### src/rtl/lbqh_pkg.sv
// lbqh_pkg: constants, types and helper functions of the log bucket quantile histogram
// used by lbqh_sat_add, lbqh_edge_gen and log_bucket_quantile_histogram
// no dependencies
package lbqh_pkg;

  localparam int MAX_BUCKETS     = 128;
  localparam int IDX_W           = $clog2(MAX_BUCKETS);
  localparam int USED_W          = IDX_W + 1;
  localparam int VAL_W           = 31;
  localparam int CNT_W           = 48;
  localparam int WEIGHT_W        = 32;
  localparam int Q_W             = 16;
  localparam int TGT_W           = 7;
  localparam int LAYER_W         = 4;
  localparam int MIN_LAYERS      = 3;
  localparam int MAX_LAYER_COUNT = 9;

  localparam logic [TGT_W-1:0] TARGET_RESET = 7'd30;
  localparam logic [VAL_W-1:0] VALUE_TOP    = {VAL_W{1'b1}};
  localparam logic [CNT_W-1:0] COUNT_MAX    = {CNT_W{1'b1}};

  typedef enum logic [1:0] {
    CMD_ADD   = 2'd0,
    CMD_QUANT = 2'd1,
    CMD_READ  = 2'd2,
    CMD_NONE  = 2'd3
  } cmd_t;

  typedef enum logic [1:0] {
    G_IDLE,
    G_ZERO,
    G_ONE,
    G_LAYER
  } gen_state_t;

  typedef enum logic [3:0] {
    S_INIT,
    S_BUILD,
    S_IDLE,
    S_ADD_RD,
    S_ADD_CMP,
    S_ADD_CNT,
    S_ADD_GT,
    S_QT_MUL,
    S_QT_SUM,
    S_QT_RD,
    S_QT_ACC,
    S_FETCH_LO,
    S_FETCH_HI,
    S_FETCH_END,
    S_EMIT
  } state_t;

  // one edge per cycle from the generator
  typedef struct packed {
    logic             vld;
    logic [VAL_W-1:0] value;
    logic             done;
  } edge_gen_t;

  // layers = clamp(target / 10, 3, 9), division by reciprocal 205/2048
  function automatic logic [LAYER_W-1:0] layers_of(input logic [TGT_W-1:0] t);
    logic [14:0]        p;
    logic [LAYER_W-1:0] l;
    p = {8'b0, t} * 15'd205;
    l = p[14:11];
    if (l < LAYER_W'(MIN_LAYERS)) l = LAYER_W'(MIN_LAYERS);
    if (l > LAYER_W'(MAX_LAYER_COUNT)) l = LAYER_W'(MAX_LAYER_COUNT);
    return l;
  endfunction

  // precise = min(max(target, 5*layers) / 5 - layers, layers)
  function automatic logic [LAYER_W-1:0] precise_of(input logic [TGT_W-1:0] t);
    logic [LAYER_W-1:0] l;
    logic [TGT_W-1:0]   t5;
    logic [TGT_W-1:0]   t2;
    logic [14:0]        p;
    logic [4:0]         d;
    l  = layers_of(t);
    t5 = {3'b0, l} * 7'd5;
    t2 = (t < t5) ? t5 : t;
    p  = {8'b0, t2} * 15'd205;
    d  = p[14:10] - {1'b0, l};
    if (d > {1'b0, l}) d = {1'b0, l};
    return d[LAYER_W-1:0];
  endfunction

endpackage

### src/rtl/lbqh_sat_add.sv
// lbqh_sat_add: the shared saturating count adder
// depends on lbqh_pkg
module lbqh_sat_add
  import lbqh_pkg::*;
(
  input  logic [CNT_W-1:0] a,
  input  logic [CNT_W-1:0] b,
  output logic [CNT_W-1:0] sum
);

  logic [CNT_W:0] raw;

  // add with carry out, clamp on overflow
  assign raw = {1'b0, a} + {1'b0, b};
  assign sum = raw[CNT_W] ? COUNT_MAX : raw[CNT_W-1:0];

endmodule

### config.mk
export PLATFORM = sky130hd
export DESIGN_NAME = lbqh_sat_add
export DESIGN_NICKNAME = d
export VERILOG_FILES = /design/src/rtl/lbqh_pkg.sv /design/src/rtl/lbqh_sat_add.sv
export SDC_FILE = /design/constraint.sdc
export NUM_CORES = 1
export LEC_CHECK = 0
export ABC_AREA = 1
export BUFFER_PORTS_ARGS = -buffer_cell sky130_fd_sc_hd__buf_2
export CAP_MARGIN = 20
export CELL_PAD_IN_SITES_DETAIL_PLACEMENT = 2
export CELL_PAD_IN_SITES_GLOBAL_PLACEMENT = 2
export CORE_ASPECT_RATIO = 2
export CORE_MARGIN = 8
export CORE_UTILIZATION = 26
export DETAILED_ROUTE_END_ITERATION = 12
export PLACE_DENSITY = 0.95
export SYNTH_ARGS = -nofsm -noshare
export SYNTH_HDL_FRONTEND = slang
export SYNTH_SLANG_ARGS = --single-unit
### constraint.sdc
create_clock -name vclk -period 7.4
set_input_delay 1.48 -clock vclk [all_inputs]
set_output_delay 1.48 -clock vclk [all_outputs]
set_load 0.05 [all_outputs]
---- Yosys cells after proc, flatten, opt, wreduce, memory -nomap -nowiden ----
Index checks and enable logic that the tools add are counted.
storage, ports and cells
  register bits after elaboration ......... 0
  input port bits ......................... 96
  output and inout bits ................... 48
  word-level logic and storage cells ...... 2
operators by class
  add/sub/neg operators ................... 1
  mux-type cells .......................... 1
operators with widths
  operator          number
  $add A48 B48 Y49  1
  $mux W48          1

---- Depth between registers and ports, before layout ----
Gate-level depths: netlist (run 1).
  depth in word-level cells ............... 2
  depth in mapped cells ................... 15
  depth with buffers taken out ............ 14

---- Least setup slack after synthesis (run 1) ----
OpenSTA, ideal clock, no wires.
  path kind ............................... input to output
  start point ............................. input port a[0]
  end point ............................... output port sum[2]
  cell stages on the path ................. 13
  data required time ...................... 5.920 ns
  path buffers ............................ 1
  setup slack ............................. 2.449 ns
  arrival time ............................ 3.471 ns
  cell sequence ........................... ha_1 fa_1 nand2_1 clkinv_1 nand2_1 nand2_2 nand2_1 nand2_1 nand2_1 a21oi_2 nor2_2 buf_6 o21ai_0
on the way
  longest elaborated chain between the ends .. 2
ends and longest elaborated chain
  element             RTL line            RTL
  start: declaration  lbqh_sat_add.sv:6   input logic [CNT_W-1:0] a,
  $add A48 B48 Y49    lbqh_sat_add.sv:14  assign raw = {1'b0, a} + {1'b0, b};
  $mux W48            lbqh_sat_add.sv:15  assign sum = raw[CNT_W] ? COUNT_MAX : raw[CNT_W-1:0];
  end: declaration    lbqh_sat_add.sv:8   output logic [CNT_W-1:0] sum
Every way passes these cells.

---- Worst setup path after layout (run 1) ----
  start point ............................. input port a[0]
  end point ............................... output port sum[34]
Same word-level chain as after synthesis.

==> results.yml, run 1 <==
place:
  io_buffers: 144
  gp_congestion: 0.906
  dp_hpwl_um: 21700
  postPlaceCellArea_um2: 5410
  dp_cells: 1311
  pre_cts_ws_ps: 1240
timing:
  post-route-min-period_ps: 6130
  hold_ws_ps: 3490
  maxSlewHeadroom: 0.326
  drv_slew: 0
  min_period_over_period: 0.828
  worstMarginPinSlew_ps: 1010
  hold_viol: 0
  setup_ws_ps: 1270
  rsz0062_at_grt: "no"
  fmax_mhz: 163
  tns_ps: 0
  finalSetupViolations: 0
die:
  ios: 144
  start_util: 0.262
  fp.dieH_um: 201
  rows: 68
  dieArea_um2: 21800
  dieWidth_um: 109
  core-area_um2: 17000
synth:
  synth_area_um2: 4460
  synth_warnings: 0
  synth_cells: 961
  synth_cell_types: 25
  synth_area_per_cell_um2: 4.64
  synth_nets: 1106
  yosysSeqAreaShare: 0
run:
  max_cap_viol_count: 0
finish:
  fin_util: 0.318
  clkbuf_count: 0
  n_antenna_cell: 0
  final_net_count: 1248
  seq_area_um2: 0
  layout.cells.most_common_list: "413 x nand2_1, 223 x inv_1, 144 x buf_2"
  seq_cell_count: 0
  area_growth_pct: 21.3
  finalNonFillerCells: 1311
  final_cell_area_um2: 5410
  drive_gt1_frac: 0.171
  n_fill_cell: 2452
  mostFrequentLayoutCell: "nand2_1"
cts:
  postCtsHoldBufs: 0
  cts_setup_buffers: 0
  ctsResizeCount: 0
worst_setup_path:
  worstPathCellList: "buf_2 > ha_1 > fa_1 > nand2_1 > clkinv_1 > nand2_1 > nand2_2 > nand2_1 > nand2_1 > nand2_1 > a21oi_2 > nor2_4 > buf_4 > nand3_1 > buf_2"
  path_class: "input port to output pin"
  critPathRequiredTime_ps: 5920
  slowest_stage: "nor2_4"
  cp-end-kind: "output pin"
  start_kind: "input port"
  path_common_cell: "nand2_1"
  crit_family: "simple AND/OR/NAND/NOR gates"
  cpPeakStageDelay_ps: 780
  path_max_fanout: 29
  arrival_ps: 4650
  critPathBufInv: 4
route:
  drtIter0Drc: 132
  drt-pass1-iter-count: 4
  ant_nets: 0
  dr_total_vias: 6267
  vias_per_cell: 4.78
  wire_per_inst_um: 17.7
  drc: 0
  routed_wl_um: 23200
global_routing:
  grt_start_max_net_pins: 30
  overflow: 0
  grt_pass1_wl_um: 36900
  antenna_found_initial: 1
  grt_pass1_vias: 7176
  grt_usage: 0.210
pwr:
  total_power_mw: 0.664
  leakage_nw: 3.50
  vdd_drop_max_mv: 0.0500
  power.density_nw_per_um2: 123
run_status:
  status: "complete, no violations"
worst_hold_path:
  hold_path_class: "input port to output pin"
[Yosys cell counts]
cell type | number | share of area
nand2_1 | 413 | 0.35
inv_1 | 223 | 0.19
nor2_1 | 83 | 0.070
nand3_1 | 67 | 0.075
ha_1 | 48 | 0.13
a21oi_1 | 27 | 0.030
nand2_2 | 24 | 0.034
xnor2_1 | 24 | 0.047
nand4_1 | 12 | 0.017
inv_2 | 10 | 0.0084
nor2_2 | 7 | 0.0098
clkinv_1 | 3 | 0.0025
nor3_1 | 3 | 0.0034
and2_1 | 2 | 0.0028
buf_2 | 2 | 0.0022
buf_6 | 2 | 0.0051
nor4_1 | 2 | 0.0028
o21bai_1 | 2 | 0.0034
a21oi_2 | 1 | 0.0020
buf_8 | 1 | 0.0034
fa_1 | 1 | 0.0045
nor2_4 | 1 | 0.0025
o21a_1 | 1 | 0.0017
o21ai_0 | 1 | 0.0011
o21ai_1 | 1 | 0.0011
[final timing paths]
check	cells after the start	end	from	slack, ps
hold / removal	5	sum[0]	b[0]	3490
setup / recovery	15	sum[34]	a[0]	1270
[power breakdown]
group / internal [mW] / total, mW / switching [mW]
Combinational: 0.179 / 0.664 / 0.485
Clock: 0 / 0 / 0
Sequential: 0 / 0 / 0
[final cells by class]
type                            instances  area, µm²  area share
Inverter                              236        886       0.164
Multi-Input combinational cell        720       3530       0.653
Tap cell                              210        263      0.0486
Timing Repair Buffer                  145        728       0.135
[worst min-delay path: stages]
cell,delay (ps)
buf_2,80
ha_1,110
inv_1,40
nand2_2,50
buf_2,250
[kinds of logic (layout without fill, tap and decap cells)]
group	Yosys count	count (layout)	synth area share
fa+ha+maj	49	49	0.139
simple gates	614	614	0.565
compound gates	33	33	0.0396
xor+xnor	24	24	0.0472
buf+inv	241	381	0.209
[metal layers]
metal,GRT usage,vias to the layer above,routed length (µm)
li1,-,3122,-
met5,0,-,13
met1,0.229,2971,9160
met3,0.0199,44,840
met2,0.402,128,12400
met4,0.0645,2,825
(Power assumes the default switching activity.)
==> run 2: changes to the inputs <==
- CORE_UTILIZATION: 26 -> 24
- PLACE_DENSITY: 0.95 -> 0.91
- clock period: 7.4 -> 5.8 ns (I/O delays scaled with it)
==> run 2 against run 1 <==
Against the previous run:
- count of clock-buffer cells in the layout unchanged
- routed wire length increased by 9.5%
- final cell count increased by 0.46%
- sequential share of layout area unchanged
- total power increased by 31%
- highest routed layer unchanged
- sequential cell count unchanged
- die area increased by 7.4%
- non-clock buffer count unchanged
==> results.yml, run 2 (synthesis gave the netlist of run 1 again) <==
run_status:
  status: "complete, no violations"
finish:
  seq_cell_count: 0
  seq_area_um2: 0
  drive_gt1_frac: 0.171
  n_antenna_cell: 0
  final_net_count: 1248
  layout.cells.most_common_list: "413 x nand2_1, 223 x inv_1, 144 x buf_2"
  clkbuf_count: 0
  mostFrequentLayoutCell: "nand2_1"
  area_growth_pct: 21.7
route:
  routed_wl_um: 25400
  wire_per_inst_um: 19.3
  drtIter0Drc: 136
  ant_nets: 0
  dr_total_vias: 6301
  vias_per_cell: 4.78
  drc: 0
  drt-pass1-iter-count: 4
pwr:
  leakage_nw: 3.51
  power_frac_seq: 0
  p_sw_mw: 0.635
  p_int_mw: 0.232
  swShare: 0.733
  power_frac_clock: 0
  vdd_drop_max_mv: 0.104
  pwr-share-comb: 1.000
  power.density_nw_per_um2: 160
timing:
  worstMarginPinSlew_ps: 400
  maxSlewHeadroom: 0.732
  rsz0062_at_grt: "no"
  drv_slew: 0
  tns_ps: 0
  post-route-min-period_ps: 4980
  hold_ws_ps: 2860
  min_period_over_period: 0.858
  finalSetupViolations: 0
  fmax_mhz: 201
  hold_viol: 0
worst_setup_path:
  cp-end-kind: "output pin"
  worstPathCellList: "buf_2 > ha_1 > fa_1 > nand2_1 > clkinv_1 > nand2_1 > nand2_2 > nand2_1 > nand2_1 > nand2_1 > a21oi_2 > nor2_4 > buf_12 > o21ai_0 > buf_2"
  crit_path_start: "a[0]"
  path_class: "input port to output pin"
  start_kind: "input port"
  slowest_stage: "fa_1"
  path_max_fanout: 36
  critPathRequiredTime_ps: 4640
  path_common_cell: "nand2_1"
  arrival_ps: 3820
  cpPeakStageDelay_ps: 500
die:
  start_util: 0.245
  core-area_um2: 18200
  ios: 144
  rows: 70
  fp.dieH_um: 209
  dieWidth_um: 112
  dieArea_um2: 23500
place:
  gp_congestion: 0.925
  dp_hpwl_um: 23800
  io_buffers: 144
global_routing:
  overflow: 0
  grt_pass1_wl_um: 39000
  grt_start_max_net_pins: 37
  antenna_found_initial: 1
  grt_usage: 0.213
  grt_pass1_vias: 7300
cts:
  ctsResizeCount: 0
  postCtsHoldBufs: 0
  cts_setup_buffers: 0
worst_hold_path:
  min-delay-start: "b[0]"
  hold_path_class: "input port to output pin"
  min_delay_path_depth: 5
  holdPathEnd: "sum[0]"
run:
  max_cap_viol_count: 0
-- run 2: worst max-delay path by stage --
stage	end	slack, ps	cells past startpoint
after CTS	sum[2]	800	15
final	sum[2]	820	15
after global routing	sum[27]	670	15
after global placement	sum[2]	990	15
after detailed placement	sum[2]	820	15
after floorplan	sum[2]	1490	13
-- run 2: power groups by stage --
stage          logic, mW  clock network [mW]  registers, mW
6_report           0.867                   0              0
5_1_grt            0.934                   0              0
4_1_cts            0.877                   0              0
3_5_place_dp       0.872                   0              0
3_3_place_gp       0.839                   0              0
2_1_floorplan      0.600                   0              0
-- run 2: area by class of cell --
type	count	area (µm²)
fill	2561	12800
multi-input combinational	720	3530
inverter	236	886
timing repair buffer	145	741
tap	216	270
-- run 2: stage by stage --
| step | worst slack, ps | instance area (µm²) | total power [mW] | util | std cells |
|---|---|---|---|---|---|
| 3_5_place_dp | 816 | 5430 | 0.872 | 0.298 | 1317 |
| 4_1_cts | 797 | 5430 | 0.877 | 0.298 | 1317 |
| 6_report | 825 | 5430 | 0.867 | 0.298 | 1317 |
| 2_1_floorplan | 1490 | 4460 | 0.600 | - | 961 |
| 5_1_grt | 665 | 5430 | 0.934 | 0.298 | 1317 |
| 3_3_place_gp | 991 | 5430 | 0.839 | 0.298 | 1317 |
-- run 2: critical path: cells and delay by family --
family	cells	cell delay (ps)
buffers and inverters	4	720
AO/OA/AOI/OAI	2	200
adder cells (fa/ha/maj)	2	740
AND/OR/NAND/NOR	7	980
-- run 2: routing by layer --
layer,vias to the layer above,GRT usage,share of wire
met1,2940,0.185,0.34
met5,-,0,0.00051
li1,3118,-,-
met3,55,0.0321,0.041
met2,186,0.446,0.56
met4,2,0.103,0.054
==> run 3: changes to the inputs <==
- CORE_UTILIZATION: 24 -> 22
- PLACE_DENSITY: 0.91 -> 0.88
- clock period: 5.8 -> 4.1 ns (I/O delays scaled with it)
==> run 3 against run 2 <==
Against the previous run:
- routed wire length shrank 1.4%
- combinational power grew 42%
- critical path depth shrank 1
- core utilization shrank 1.9 points
- sequential share of layout area is the same
- design area grew 2.2%
- count of clock-buffer cells in the layout is the same
- via count grew 1.4%
- first-iteration DRC count shrank 1.5%
==> results.yml, run 3 (synthesis gave the netlist of run 1 again) <==
global_routing:
  overflow: 0
  grt_pass1_vias: 7414
  grt_start_max_net_pins: 30
  grt_pass1_wl_um: 37600
  antenna_found_initial: 3
  grt_usage: 0.194
worst_hold_path:
  hold_path_class: "input port to output pin"
worst_setup_path:
  start_kind: "input port"
  path_class: "input port to output pin"
  cp-end-kind: "output pin"
  path_max_fanout: 4
  path_common_cell: "nand2_1"
  crit_family: "simple AND/OR/NAND/NOR gates"
  slowest_stage: "fa_1"
  cpPeakStageDelay_ps: 470
  arrival_ps: 3080
  critPathRequiredTime_ps: 3280
  worstPathCellList: "buf_2 > ha_1 > fa_1 > nand2_1 > clkinv_1 > nand2_1 > nand2_2 > nand2_1 > nand2_1 > nand2_1 > nand3_1 > xnor2_1 > nand2_2 > buf_2"
  critPathBufInv: 3
finish:
  area_growth_pct: 24.4
  mostFrequentLayoutCell: "nand2_1"
  final_net_count: 1254
  seq_cell_count: 0
  multiInputGateArea_um2: 3530
  seq_area_um2: 0
  clkbuf_count: 0
  layout.cells.most_common_list: "413 x nand2_1, 223 x inv_1, 144 x buf_2"
  final_cell_area_um2: 5540
  drive_gt1_frac: 0.175
  n_fill_cell: 2798
cts:
  ctsResizeCount: 0
  cts_setup_buffers: 0
  postCtsHoldBufs: 0
run:
  max_cap_viol_count: 0
timing:
  rsz0062_at_grt: "no"
  setup_ws_ps: 201
  post-route-min-period_ps: 3900
  worstMarginPinSlew_ps: 486
  min_period_over_period: 0.951
  finalSetupViolations: 0
  maxSlewHeadroom: 0.676
  tns_ps: 0
  hold_viol: 0
  drv_slew: 0
  fmax_mhz: 256
route:
  dr_total_vias: 6388
  wire_per_inst_um: 18.3
  ant_nets: 0
  drt-pass1-iter-count: 4
  routed_wl_um: 25100
  drc: 0
  drtIter0Drc: 134
  vias_per_cell: 4.66
place:
  dp_hpwl_um: 23500
  gp_congestion: 0.968
  pre_cts_ws_ps: 187
  postPlaceCellArea_um2: 5540
  io_buffers: 144
die:
  dieArea_um2: 25400
  start_util: 0.224
  core-area_um2: 19900
  dieWidth_um: 117
  rows: 73
  ios: 144
  fp.dieH_um: 217
run_status:
  status: "complete, no violations"
pwr:
  vdd_drop_max_mv: 0.137
  power.density_nw_per_um2: 223
  leakage_nw: 3.54
==> run 3: power breakdown <==
part / internal, mW / total (mW) / switching (mW) / leakage [nW]
clock network: 0.0000000326 / 0.0000000326 / 0 / 0.00000634
registers: 0 / 0 / 0 / 0
logic: 0.337 / 1.23 / 0.897 / 3.54
total: 0.337 / 1.23 / 0.897 / 3.54
==> run 3: routing by layer <==
layer / share of wire / vias up / GRT usage
met2: 0.55 / 198 / 0.399
met1: 0.33 / 2982 / 0.161
met3: 0.064 / 71 / 0.0411
met4: 0.060 / 6 / 0.100
li1: - / 3131 / -
met5: 0.0012 / - / 0
==> run 3: stage by stage <==
stage,util,cells,total power [mW],hold WS [ps]
after detailed placement,0.278,1369,1.25,2180
after global placement,0.278,1369,1.21,2170
after global routing,0.278,1369,1.33,2210
final,0.278,1370,1.23,2170
after floorplan,-,961,0.849,1980
after CTS,0.278,1369,1.25,2180
==> run 3: final cells by class <==
| class | instances | area share |
|---|---|---|
| timing repair buffer | 151 | 0.144 |
| antenna | 1 | 0.000451 |
| tap | 262 | 0.0591 |
| multi-input combinational | 720 | 0.637 |
| inverter | 236 | 0.160 |
==> run 3: worst min-delay path: cells and delay by family <==
kind | cells | cell delay (ps)
and+or+nand+nor | 1 | 50
adders and majority gates | 1 | 110
buffers and inverters | 3 | 370
==> run 3: worst paths after layout <==
path / startpoint / to / slack (ps) / cells past startpoint
setup / recovery: a[0] / sum[24] / 200 / 14
hold / removal: b[0] / sum[0] / 2170 / 5
