[src/rtl/lbqh_pkg.sv]
// lbqh_pkg: constants, types and helper functions of the log bucket quantile histogram
// used by lbqh_sat_add, lbqh_edge_gen and log_bucket_quantile_histogram
// no dependencies
package lbqh_pkg;

  localparam int MAX_BUCKETS     = 128;
  localparam int IDX_W           = $clog2(MAX_BUCKETS);
  localparam int USED_W          = IDX_W + 1;
  localparam int VAL_W           = 31;
  localparam int CNT_W           = 48;
  localparam int WEIGHT_W        = 32;
  localparam int Q_W             = 16;
  localparam int TGT_W           = 7;
  localparam int LAYER_W         = 4;
  localparam int MIN_LAYERS      = 3;
  localparam int MAX_LAYER_COUNT = 9;

  localparam logic [TGT_W-1:0] TARGET_RESET = 7'd30;
  localparam logic [VAL_W-1:0] VALUE_TOP    = {VAL_W{1'b1}};
  localparam logic [CNT_W-1:0] COUNT_MAX    = {CNT_W{1'b1}};

  typedef enum logic [1:0] {
    CMD_ADD   = 2'd0,
    CMD_QUANT = 2'd1,
    CMD_READ  = 2'd2,
    CMD_NONE  = 2'd3
  } cmd_t;

  typedef enum logic [1:0] {
    G_IDLE,
    G_ZERO,
    G_ONE,
    G_LAYER
  } gen_state_t;

  typedef enum logic [3:0] {
    S_INIT,
    S_BUILD,
    S_IDLE,
    S_ADD_RD,
    S_ADD_CMP,
    S_ADD_CNT,
    S_ADD_GT,
    S_QT_MUL,
    S_QT_SUM,
    S_QT_RD,
    S_QT_ACC,
    S_FETCH_LO,
    S_FETCH_HI,
    S_FETCH_END,
    S_EMIT
  } state_t;

  // one edge per cycle from the generator
  typedef struct packed {
    logic             vld;
    logic [VAL_W-1:0] value;
    logic             done;
  } edge_gen_t;

  // layers = clamp(target / 10, 3, 9), division by reciprocal 205/2048
  function automatic logic [LAYER_W-1:0] layers_of(input logic [TGT_W-1:0] t);
    logic [14:0]        p;
    logic [LAYER_W-1:0] l;
    p = {8'b0, t} * 15'd205;
    l = p[14:11];
    if (l < LAYER_W'(MIN_LAYERS)) l = LAYER_W'(MIN_LAYERS);
    if (l > LAYER_W'(MAX_LAYER_COUNT)) l = LAYER_W'(MAX_LAYER_COUNT);
    return l;
  endfunction

  // precise = min(max(target, 5*layers) / 5 - layers, layers)
  function automatic logic [LAYER_W-1:0] precise_of(input logic [TGT_W-1:0] t);
    logic [LAYER_W-1:0] l;
    logic [TGT_W-1:0]   t5;
    logic [TGT_W-1:0]   t2;
    logic [14:0]        p;
    logic [4:0]         d;
    l  = layers_of(t);
    t5 = {3'b0, l} * 7'd5;
    t2 = (t < t5) ? t5 : t;
    p  = {8'b0, t2} * 15'd205;
    d  = p[14:10] - {1'b0, l};
    if (d > {1'b0, l}) d = {1'b0, l};
    return d[LAYER_W-1:0];
  endfunction

endpackage

[src/rtl/lbqh_edge_gen.sv]
// lbqh_edge_gen: steps out the decade bucket edges, one per cycle, after start
// depends on lbqh_pkg
module lbqh_edge_gen
  import lbqh_pkg::*;
(
  input  logic             clk,
  input  logic             rst,
  input  logic             start,
  input  logic [TGT_W-1:0] target,
  output edge_gen_t        gen
);

  gen_state_t         phase, phase_next;
  logic [LAYER_W-1:0] layer, layers, precise, k;
  logic [VAL_W-1:0]   scale, cur;
  logic [LAYER_W-1:0] step, k_adv;
  logic               last_k, last_layer;
  logic [VAL_W-1:0]   scale10;

  // step 1 in precise layers, 2 in coarse ones
  assign step       = (layer < precise) ? LAYER_W'(1) : LAYER_W'(2);
  assign k_adv      = k + step;
  assign last_k     = (k_adv > LAYER_W'(10));
  assign last_layer = (layer == layers - LAYER_W'(1));
  assign scale10    = (scale << 3) + (scale << 1);

  // next state
  always_comb begin
    phase_next = phase;
    case (phase)
      G_IDLE:  if (start) phase_next = G_ZERO;
      G_ZERO:  phase_next = (precise != '0) ? G_ONE : G_LAYER;
      G_ONE:   phase_next = G_LAYER;
      G_LAYER: if (last_k && last_layer) phase_next = G_IDLE;
      default: phase_next = G_IDLE;
    endcase
  end

  // outputs
  always_comb begin
    gen.vld   = 1'b0;
    gen.value = cur;
    gen.done  = 1'b0;
    case (phase)
      G_IDLE:  gen.vld = 1'b0;
      G_ZERO: begin
        gen.vld   = 1'b1;
        gen.value = '0;
      end
      G_ONE: begin
        gen.vld   = 1'b1;
        gen.value = VAL_W'(1);
      end
      G_LAYER: begin
        gen.vld  = 1'b1;
        gen.done = last_k && last_layer;
      end
      default: gen.vld = 1'b0;
    endcase
  end

  always_ff @(posedge clk) begin
    if (rst) begin
      phase <= G_IDLE;
    end else begin
      phase <= phase_next;
    end
  end

  // layer walk registers
  always_ff @(posedge clk) begin
    if (start) begin
      layers  <= layers_of(target);
      precise <= precise_of(target);
      layer   <= '0;
      scale   <= VAL_W'(1);
      cur     <= VAL_W'(2);
      k       <= LAYER_W'(2);
    end else if (phase == G_LAYER) begin
      if (!last_k) begin
        k   <= k_adv;
        cur <= cur + ((step == LAYER_W'(1)) ? scale : (scale << 1));
      end else begin
        layer <= layer + LAYER_W'(1);
        scale <= scale10;
        cur   <= scale10 << 1;
        k     <= LAYER_W'(2);
      end
    end
  end

endmodule

[config.mk]
export PLATFORM = sky130hd
export DESIGN_NAME = lbqh_edge_gen
export DESIGN_NICKNAME = d
export VERILOG_FILES = /design/src/rtl/lbqh_pkg.sv /design/src/rtl/lbqh_edge_gen.sv
export SDC_FILE = /design/constraint.sdc
export NUM_CORES = 1
export LEC_CHECK = 0
export ABC_CLOCK_PERIOD_IN_PS = 23200
export BUFFER_PORTS_ARGS = -buffer_cell sky130_fd_sc_hd__buf_4
export CELL_PAD_IN_SITES_DETAIL_PLACEMENT = 0
export CELL_PAD_IN_SITES_GLOBAL_PLACEMENT = 1
export CORE_MARGIN = 2
export CORE_UTILIZATION = 40
export DETAILED_ROUTE_END_ITERATION = 8
export PLACE_DENSITY = 0.67
export SLEW_MARGIN = 20
export SYNTH_ARGS = -nofsm -noshare
export SYNTH_HDL_FRONTEND = slang
export SYNTH_SLANG_ARGS = --single-unit
[constraint.sdc]
create_clock -name clk -period 23.2 [get_ports clk]
set_input_delay 3.48 -clock clk [delete_from_list [all_inputs] [get_ports clk]]
set_output_delay 3.48 -clock clk [all_outputs]
set_load 0.01 [all_outputs]
Word level (Yosys, flattened, before mapping):

Cells that the tools add are included.

* flip-flop bits (word level): 80
* output and inout bits: 33
* logic and storage cells: 52

* $add $sub $neg: 6
* $mul: 3
* magnitude comparators: 6
* equal/unequal tests: 7
* muxes and demuxes: 17
* reduce and logical (&&, ||, !) cells: 6

Operators by type and width (number)
* $add A31 B31 Y31: 2
* $mux W31: 2
* $pmux W31 S2: 1
* $mul A7 B8 Y15 const B: 2
* $mux W4: 6
* $gt A4 B4 Y1 const B: 2
* $pmux W2 S4: 1
* $lt A7 B7 Y1: 1
* $mul A4 B3 Y7 const B: 1
* $mux W7: 1
* $mux W2: 3
* $gt A5 B4 Y1: 1
* $sub A5 B4 Y5: 1
* $add A4 B1 Y4 const B: 1
* $add A4 B2 Y4: 1
* $eq A2 B1 Y1 const B: 2
* $eq A2 B2 Y1 const B: 2
* $eq A4 B4 Y1: 1
* $lt A4 B2 Y1 const B: 1
* $lt A4 B4 Y1: 1
* $ne A2 B2 Y1 const B: 2
* $reduce_and A2 Y1: 2
* $reduce_bool A4 Y1: 1
* $sub A4 B1 Y4 const B: 1
* 5 further kinds: 6

Depth between registers and ports, before layout:

Gate-level depths: netlist of run 1.

* depth in word-level cells: 14
* mapped depth: 58
* gate-level depth less buffers: 56

Least setup slack after synthesis of run 1:

No wires, ideal clock.

* path kind: input to register
* from: input port target[4]
* to: register precise[1], data pin
* library setup time: 262 ps
* arrival: 14349 ps
* path slack: 8589 ps
* stages: 57
* buffers on the path: 2
* cells stage by stage: ha_1 > inv_1 > fa_1 > inv_1 > ha_1 > inv_1 > fa_1 > inv_1 > ha_1 > a211oi_1 > or2_2 > buf_2 > a21oi_1 > o21ai_0 > and3_1 > inv_1 > a21bo_2 > ha_1 > [21 not listed] > nand4_1 > o21ai_0 > a211oi_2 > a2bb2oi_2 > nand2_1 > xnor2_1 > inv_1 > ha_1 > inv_1 > fa_1 > ha_1 > nor2b_1 > o21ai_0 > nand2b_1 > a21oi_1 > a41oi_1 > nor3_4 > mux2_1

* longest elaborated chain between the ends: 14

Ends and longest elaborated chain
* start, declared: RTL line lbqh_edge_gen.sv:9 `input logic [TGT_W-1:0] target,`
* $mul A7 B8 Y15: RTL line lbqh_pkg.sv:65 `p = {8'b0, t} * 15'd205;`
* $lt A4 B2 Y1: RTL line lbqh_pkg.sv:67 `if (l < LAYER_W'(MIN_LAYERS)) l = LAYER_W'(MIN_LAYERS);`
* $mux W4: RTL line lbqh_pkg.sv:67
* $mux W4: RTL line lbqh_edge_gen.sv:72 `if (start) begin`
* $gt A4 B4 Y1: RTL line lbqh_pkg.sv:68 `if (l > LAYER_W'(MAX_LAYER_COUNT)) l = LAYER_W'(MAX_LAYER_COUNT);`
* $mux W4
* $mux W4: RTL line lbqh_edge_gen.sv:72
* $mul A4 B3 Y7: RTL line lbqh_pkg.sv:80 `t5 = {3'b0, l} * 7'd5;`
* $lt A7 B7 Y1: RTL line lbqh_pkg.sv:81 `t2 = (t < t5) ? t5 : t;`
* $mux W7: RTL line lbqh_pkg.sv:81
* $mul A7 B8 Y15: RTL line lbqh_pkg.sv:82 `p = {8'b0, t2} * 15'd205;`
* $sub A5 B4 Y5: RTL line lbqh_pkg.sv:83 `d = p[14:10] - {1'b0, l};`
* $gt A5 B4 Y1: RTL line lbqh_pkg.sv:84 `if (d > {1'b0, l}) d = {1'b0, l};`
* $mux W4 *: RTL line lbqh_pkg.sv:84
* end signal, assigned: RTL line lbqh_edge_gen.sv:74 `precise <= precise_of(target);`
* end, declared: RTL line lbqh_edge_gen.sv:14 `logic [LAYER_W-1:0] layer, layers, precise, k;`

Every way passes the cells marked *; elsewhere a longest branch is shown, timed or not. The select of a mux whose other input is x is not followed.
A chain may end at the register's enable or synchronous reset.

Worst setup path after layout of run 1:

* from: input port target[5]
* to: register precise[3], data pin

Same word-level chain as after synthesis.

==> results of run 1 <==
==> sequential cells by signal, indices dropped and copies added, names as in the netlist <==
register	flops
phase	2
cur	31
k	4
layer	4
precise	4
layers	4
scale	31
==> how the worst min path moves through the flow <==
| stage | to | slack [ns] | cells past startpoint |
|---|---|---|---|
| detailed placement | scale[30]$_SDFFE_PP0P_ | 0.48 | 2 |
| floorplan | k[0]$_SDFFE_PP0P_ | 0.45 | 2 |
| global placement | k[0]$_SDFFE_PP0P_ | 0.46 | 2 |
| CTS | scale[30]$_SDFFE_PP0P_ | 0.49 | 2 |
| finish | scale[30]$_SDFFE_PP0P_ | 0.48 | 2 |
| global route | scale[30]$_SDFFE_PP0P_ | 0.49 | 2 |
==> routing by layer <==
metal	vias to the layer above	part of all wire, %
met5	-	0
met4	0	1.2
met3	17	1.6
met2	72	47
met1	3593	51
li1	4022	-
==> synth_stat cells (all sizes together) (3+ instances only) <==
master and count:
buf 7, a221oi 3, ha 153, or2 4, or3 5, a31oi 8, o21ai 49, and3 4
nand2b 21, o31ai 5, nand2 120, o21bai 9, mux2 33, a211oi 17, a21o 45, nor2 75
fa 20, o21a 9, a2111oi 3, a41oi 5, inv 88, nor4 5, and2 6, nor3 17
xnor2 45, nand3 30, edfxtp 8, a311oi 14, xor2 24, nor2b 37, dfxtp 72, mux2i 6
o22ai 3, o211ai 3, nand4 10, a21oi 83, a211o 4, clkbuf 36
==> per-stage QoR <==
stage	instances	util (%)	total power, mW
final	1429	44.6	1.50
after global routing	1429	44.6	1.68
after detailed placement	1413	43.0	1.34
after CTS	1429	44.6	1.53
after floorplan	1121	-	1.10
after global placement	1413	43.0	1.32
==> kinds of logic after synthesis <==
kind of cell    synth area share, %
compound gates                 20.7
xor+xnor                       6.67
fa+ha+maj                      25.5
buf+inv                        5.56
flops                          18.5
mux                            4.76
other cells                  0.0414
simple gates                   18.2
==> area by class of cell <==
cell class / instances / area (sq um) / share of cell area (%)
Inverter: 89 / 334 / 3.34
Clock inverter: 5 / 100 / 1.00
Timing Repair Buffer: 50 / 375 / 3.75
Tap cell: 285 / 357 / 3.56
Sequential cell: 80 / 1680 / 16.8
Clock buffer: 11 / 264 / 2.64
Multi-Input combinational cell: 909 / 6890 / 68.9
==> where the power goes <==
group          switching, mW  leakage (nW)  internal (mW)
combinational          0.604          3.96          0.534
sequential            0.0119         0.660          0.175
clock                 0.0616         0.181          0.114
total                  0.678          4.80          0.823
==> worst max-delay path: cells and delay by family <==
family                   cells  cell delay, ns
adder cells (fa/ha/maj)     17            5.56
XOR/XNOR                     2            0.37
AO/OA/AOI/OAI               12            2.44
buffers and inverters       11            0.76
multiplexers                 1            0.34
AND/OR/NAND/NOR             14            2.32
==> layout by cell type, fill, tap and decap left out, drive strengths merged, types with 45 or more instances in the layout <==
cell type and n:
a21o 45, a21oi 83, buf 50, dfxtp 72
ha 153, inv 88, nand2 120, nor2 75
o21ai 49, xnor2 45
==> impl_metrics.ini, run 1 <==
[yosys]
yosysWarnings = 0
synth_edf_count = 8
synth.distinct_cells = 80
synthArstFlopShare_pct = 0
synth_nets = 1304
synth.cell_area_sq_mm = 0.00907
synth-seq-area-share_pct = 18.5
synth_seq_cells = 80
synth_cells = 1121
synth_flop_cell = dfxtp_1
synth_top_area_share_pct = 21.1
yosysTopAreaCell = ha_1
synth_area_leaders = ha_1 21%, dfxtp_1 16%, nand2_1 5.0%
avgSynthCellArea_sq_um = 8.09

[critical_path]
startpoint = target[5]
crit_top_cell = ha_1
reg2reg_slack_ns = 18.02
reg2reg_from = layer[1]$_SDFFE_PP0P_
worstPathMaxFanout = 16
crit_slowest_cell = fa_1
r2r_end = cur[30]$_SDFFE_PP0P_
endpoint = precise[3]$_DFFE_PP_
critical_path_class = primary input to register
critPathLaunchType = primary input
reg2reg_depth = 18
crit_required_ns = 23.29
cpPeakStageDelay_ns = 0.50
cp-end-kind = register
cp.arrival_ns = 15.30

[sta]
final.setup_skew_ns = 0.0113
worst_slew_margin_rel_pct = 39.8
worst_hold_slack_ns = 0.478
timing.final.max_slew_violations = 0
period_needed_ns = 15.22
tightest_slew_ns = 0.902
layout_setup_ws_ns = 7.98
finalHoldViolations = 0
setup_viol = 0
max_freq_mhz = 65.7
rsz0062_at_grt = no
fin_crit_sh_pct = 65.6
finalSetupTns_ns = 0

[global_routing]
grtUsageMet2_pct = 32.8
antenna_found_initial = 0
grtUsageMet1_pct = 26.6
grt_max_degree = 73
grt-ovfl-total = 0
busiest_layer = met2
grt_pass1_wl_um = 37900
grt_pass1_vias = 7452
met3_usage_pct = 2.19
gr-usage-all-layers_pct = 19.4

[placement]
io_buffers = 42
place_area_sq_mm = 0.00964
routabilityCongestion = 0.818
dp_hpwl_um = 17000
pre_cts_ws_ns = 7.62

[route]
vias = 7704
ant_nets = 0
first_pass_iters = 5
first_iter_violations = 423
via_per_inst = 5.39
wire_per_inst_um = 15.8
totalWireLength_um = 22600
drc = 0

[job]
maxCapViolCount = 0

[final_layout]
drive_gt1_share_pct = 9.97
syn_to_final_growth_pct = 10.4
n_fill_cell = 2311
stdcell_area_sq_mm = 0.0100
layout.nets = 1322
diodes = 0

[clock_tree]
cts_tree = yes
htree_levels = 3
numCtsBuffers = 9
holdBufCountCts = 0
post_cts_buffers = 0
ctsLongestPathBuffers = 2
clk_pin_slew_worst_paths_ns = 0.06
cts_resized = 0
cts.sinks = 80
clk-insertion-delay-late_ns = 0.35
root_buffer = clkbuf_16

[floorplanning]
start_util_pct = 40.4
die_area_sq_mm = 0.0239
num_io_pins = 43
rows = 55
die_y_um = 155
die_w_um = 155
core_area_sq_mm = 0.0224

[power_and_ir_drop]
power_leakage_nw = 4.80
p_per_area_mw_per_mm2 = 150
ir_drop_v = 0.000221

[worst_hold_path]
hold_start = scale[30]$_SDFFE_PP0P_
hold_path.class = register to register

[status]
status = completed
Note: power is estimated with default switching activity, not from simulation.
==> run 2, diff against run 1 <==
--- a/config.mk
+++ b/config.mk
@@ -5,14 +5,15 @@
 export SDC_FILE = /design/constraint.sdc
 export NUM_CORES = 1
 export LEC_CHECK = 0
-export ABC_CLOCK_PERIOD_IN_PS = 23200
+export ABC_AREA = 1
+export ABC_CLOCK_PERIOD_IN_PS = 13000
 export BUFFER_PORTS_ARGS = -buffer_cell sky130_fd_sc_hd__buf_4
 export CELL_PAD_IN_SITES_DETAIL_PLACEMENT = 0
 export CELL_PAD_IN_SITES_GLOBAL_PLACEMENT = 1
 export CORE_MARGIN = 2
 export CORE_UTILIZATION = 40
 export DETAILED_ROUTE_END_ITERATION = 8
-export PLACE_DENSITY = 0.67
+export PLACE_DENSITY = 0.73
 export SLEW_MARGIN = 20
 export SYNTH_ARGS = -nofsm -noshare
 export SYNTH_HDL_FRONTEND = slang
==> constraint.sdc (replaced) <==
create_clock -name clk -period 13 [get_ports clk]
set_input_delay 1.95 -clock clk [delete_from_list [all_inputs] [get_ports clk]]
set_output_delay 1.95 -clock clk [all_outputs]
set_load 0.01 [all_outputs]
==> run 2 against run 1 <==
First-iteration DRC count stayed put. Clock-buffer cell count grew 2. Highest routed layer unchanged. Cell count increased by 16%. Clock power rose by 48%. Flip-flop and latch count did not move. Synthesized cell count grew 20%. Clock skew decreased by 0.0017 ns. Die area rose by 0.14%. Largest cell class unchanged. Sequential power increased by 72%. Power is 78% higher.
==> impl_metrics.ini, run 2 <==
[status]
status = completed

[yosys]
synth_commonest_cells = 330 x nand2_1, 187 x inv_1, 153 x ha_1, 140 x a21oi_1, 92 x nor2_1
synth_nets = 1525
yosysWarnings = 0
synth.cell_area_sq_mm = 0.00908
synth_seq_cells = 80
synth_top_area_share_pct = 21.1
synth_edf_count = 8
yosysTopAreaCell = ha_1
avgSynthCellArea_sq_um = 6.77
synthArstFlopShare_pct = 0
synth_flop_cell = dfxtp_1
synth-seq-area-share_pct = 18.5
synth_area_leaders = ha_1 21%, dfxtp_1 16%, nand2_1 14%
synth.distinct_cells = 51
synth_cells = 1342
synthMostInstantiatedCell = nand2_1

[clock_tree]
post_cts_buffers = 0
ctsLongestPathBuffers = 2
root_buffer = clkbuf_16
clk_pin_slew_worst_paths_ns = 0.06
numCtsBuffers = 9
cts.sinks = 80
htree_levels = 3
cts_tree = yes
clk-insertion-delay-late_ns = 0.35

[worst_hold_path]
hold_path.class = register to register

[power_and_ir_drop]
power_switching_mw = 1.37
p_per_area_mw_per_mm2 = 268
fin_total_pwr_mw = 2.67
power_leakage_nw = 5.11
seqPwrFrac_pct = 11.9
p_clk_share_pct = 9.8
ir_drop_v = 0.000413
pwr-share-comb_pct = 78.3
internal_power_mw = 1.31
p_sw_share_pct = 51.2

[global_routing]
antenna_found_initial = 0
grt_pass1_wl_um = 39600
grt_pass1_vias = 8111
grt-ovfl-total = 0
grt_max_degree = 61
gr-usage-all-layers_pct = 20.3

[sta]
period_needed_ns = 11.86
rsz0062_at_grt = no
worst_slew_margin_rel_pct = 34.7
tightest_slew_ns = 0.979
fin_crit_sh_pct = 91.2
setup_viol = 0
max_freq_mhz = 84.3
finalSetupTns_ns = 0
timing.final.max_slew_violations = 0
layout_setup_ws_ns = 1.14
finalHoldViolations = 0
final.setup_skew_ns = 0.00962

[placement]
io_buffers = 42
pre_cts_ws_ns = 0.450
dp_hpwl_um = 18700
routabilityCongestion = 0.848

[route]
first_iter_violations = 423
wire_per_inst_um = 14.3
via_per_inst = 5.16
ant_nets = 0
totalWireLength_um = 23800
drc = 0
vias = 8565
first_pass_iters = 6

[floorplanning]
die_area_sq_mm = 0.0239
die_w_um = 155
rows = 55
core_area_sq_mm = 0.0224
die_y_um = 155
num_io_pins = 43
start_util_pct = 40.5

[critical_path]
startpoint = target[5]
critPathLaunchType = primary input
cpPeakStageDelay_ns = 0.53
reg2reg_depth = 19
cp-end-kind = register
crit_required_ns = 13.11
worstPathMaxFanout = 10
cp.arrival_ns = 11.96
reg2reg_from = layer[1]$_SDFFE_PP0P_
endpoint = precise[0]$_DFFE_PP_
r2r_end = phase[0]$_SDFFE_PP0P_
critical_path_class = primary input to register
reg2reg_slack_ns = 7.73
crit_slowest_cell = fa_1

[final_layout]
final_common_cell = nand2_1
drive_gt1_share_pct = 7.71
layout_common_cells = 330 x nand2_1, 187 x inv_1, 153 x ha_1, 140 x a21oi_1, 91 x nor2_1
diodes = 0
reg_top3 = cur: 31 flops, scale: 31 flops
syn_to_final_growth_pct = 10.0
layout.nets = 1553

[job]
maxCapViolCount = 0
## run 2: kinds of logic (layout without fill, tap and decap cells)
family	count (synthesis)	in the layout	share of synthesized area (%)
other	1	1	0.0413
buffers and inverters	222	255	9.19
XOR/XNOR	36	36	3.47
AND/OR/NAND/NOR	533	533	24.8
AO/OA/AOI/OAI	296	296	18.3
flip-flops	80	80	18.5
multiplexers	1	1	0.124
adder cells (fa/ha/maj)	173	173	25.5
## run 2: metrics by stage
| step | std cells | hold slack (ns) | util (%) | cell area [sq um] |
|---|---|---|---|---|
| 2_1_floorplan | 1342 | 0.450 | - | 9080 |
| 3_3_place_gp | 1644 | 0.461 | 43.1 | 9670 |
| 3_5_place_dp | 1644 | 0.465 | 43.1 | 9680 |
| 4_1_cts | 1660 | 0.474 | 44.5 | 9980 |
| 5_1_grt | 1660 | 0.522 | 44.5 | 9990 |
| 6_report | 1660 | 0.472 | 44.5 | 9990 |
## run 2: how the worst min path moves through the flow
stage                      startpoint                end  slack (ns)  cells after the start
floorplan           k[0]$_SDFFE_PP0P_  k[0]$_SDFFE_PP0P_        0.45                      2
global placement    k[0]$_SDFFE_PP0P_  k[0]$_SDFFE_PP0P_        0.46                      2
detailed placement  k[0]$_SDFFE_PP0P_  k[0]$_SDFFE_PP0P_        0.47                      2
CTS                 k[0]$_SDFFE_PP0P_  k[0]$_SDFFE_PP0P_        0.47                      2
global route        k[0]$_SDFFE_PP0P_  k[0]$_SDFFE_PP0P_        0.52                      2
finish              k[0]$_SDFFE_PP0P_  k[0]$_SDFFE_PP0P_        0.47                      2
## run 2: cell type report
class	instances	area [sq um]
clock inverters	3	22.5
fillers	2396	12400
clock buffers	13	282
multi-input cells	1040	6580
flip-flops and latches	80	1680
repair buffers	46	345
well taps	285	357
inverters	193	726
## run 2: power groups by stage
stage | Combinational, mW | Sequential (mW) | Clock (mW)
after floorplan | 1.67 | 0.322 | 0
after global placement | 2.09 | 0.325 | 0
after detailed placement | 2.09 | 0.325 | 0
after CTS | 2.11 | 0.319 | 0.268
after global routing | 2.46 | 0.322 | 0.276
final | 2.09 | 0.319 | 0.261
## run 2: critical path, delay by kind of cell
kind	cells	cell delay, ns
fa+ha+maj	17	5.57
simple gates	19	1.74
compound gates	7	1.42
buf+inv	11	0.63
xor+xnor	3	0.61
## run 2: timing repair
item                       4_1_cts  5_1_grt
setup endpoints to repair        0        4
resized for setup                0        3
hold buffers                     0        0
## run 2: routing by layer
| layer | global-route usage [%] | part of all wire, % | vias up |
|---|---|---|---|
| met5 | 0 | 0 | - |
| met1 | 26.5 | 48 | 3896 |
| met4 | 5.47 | 1.2 | 0 |
| li1 | - | - | 4528 |
| met2 | 35.6 | 47 | 117 |
| met3 | 2.41 | 3.0 | 24 |
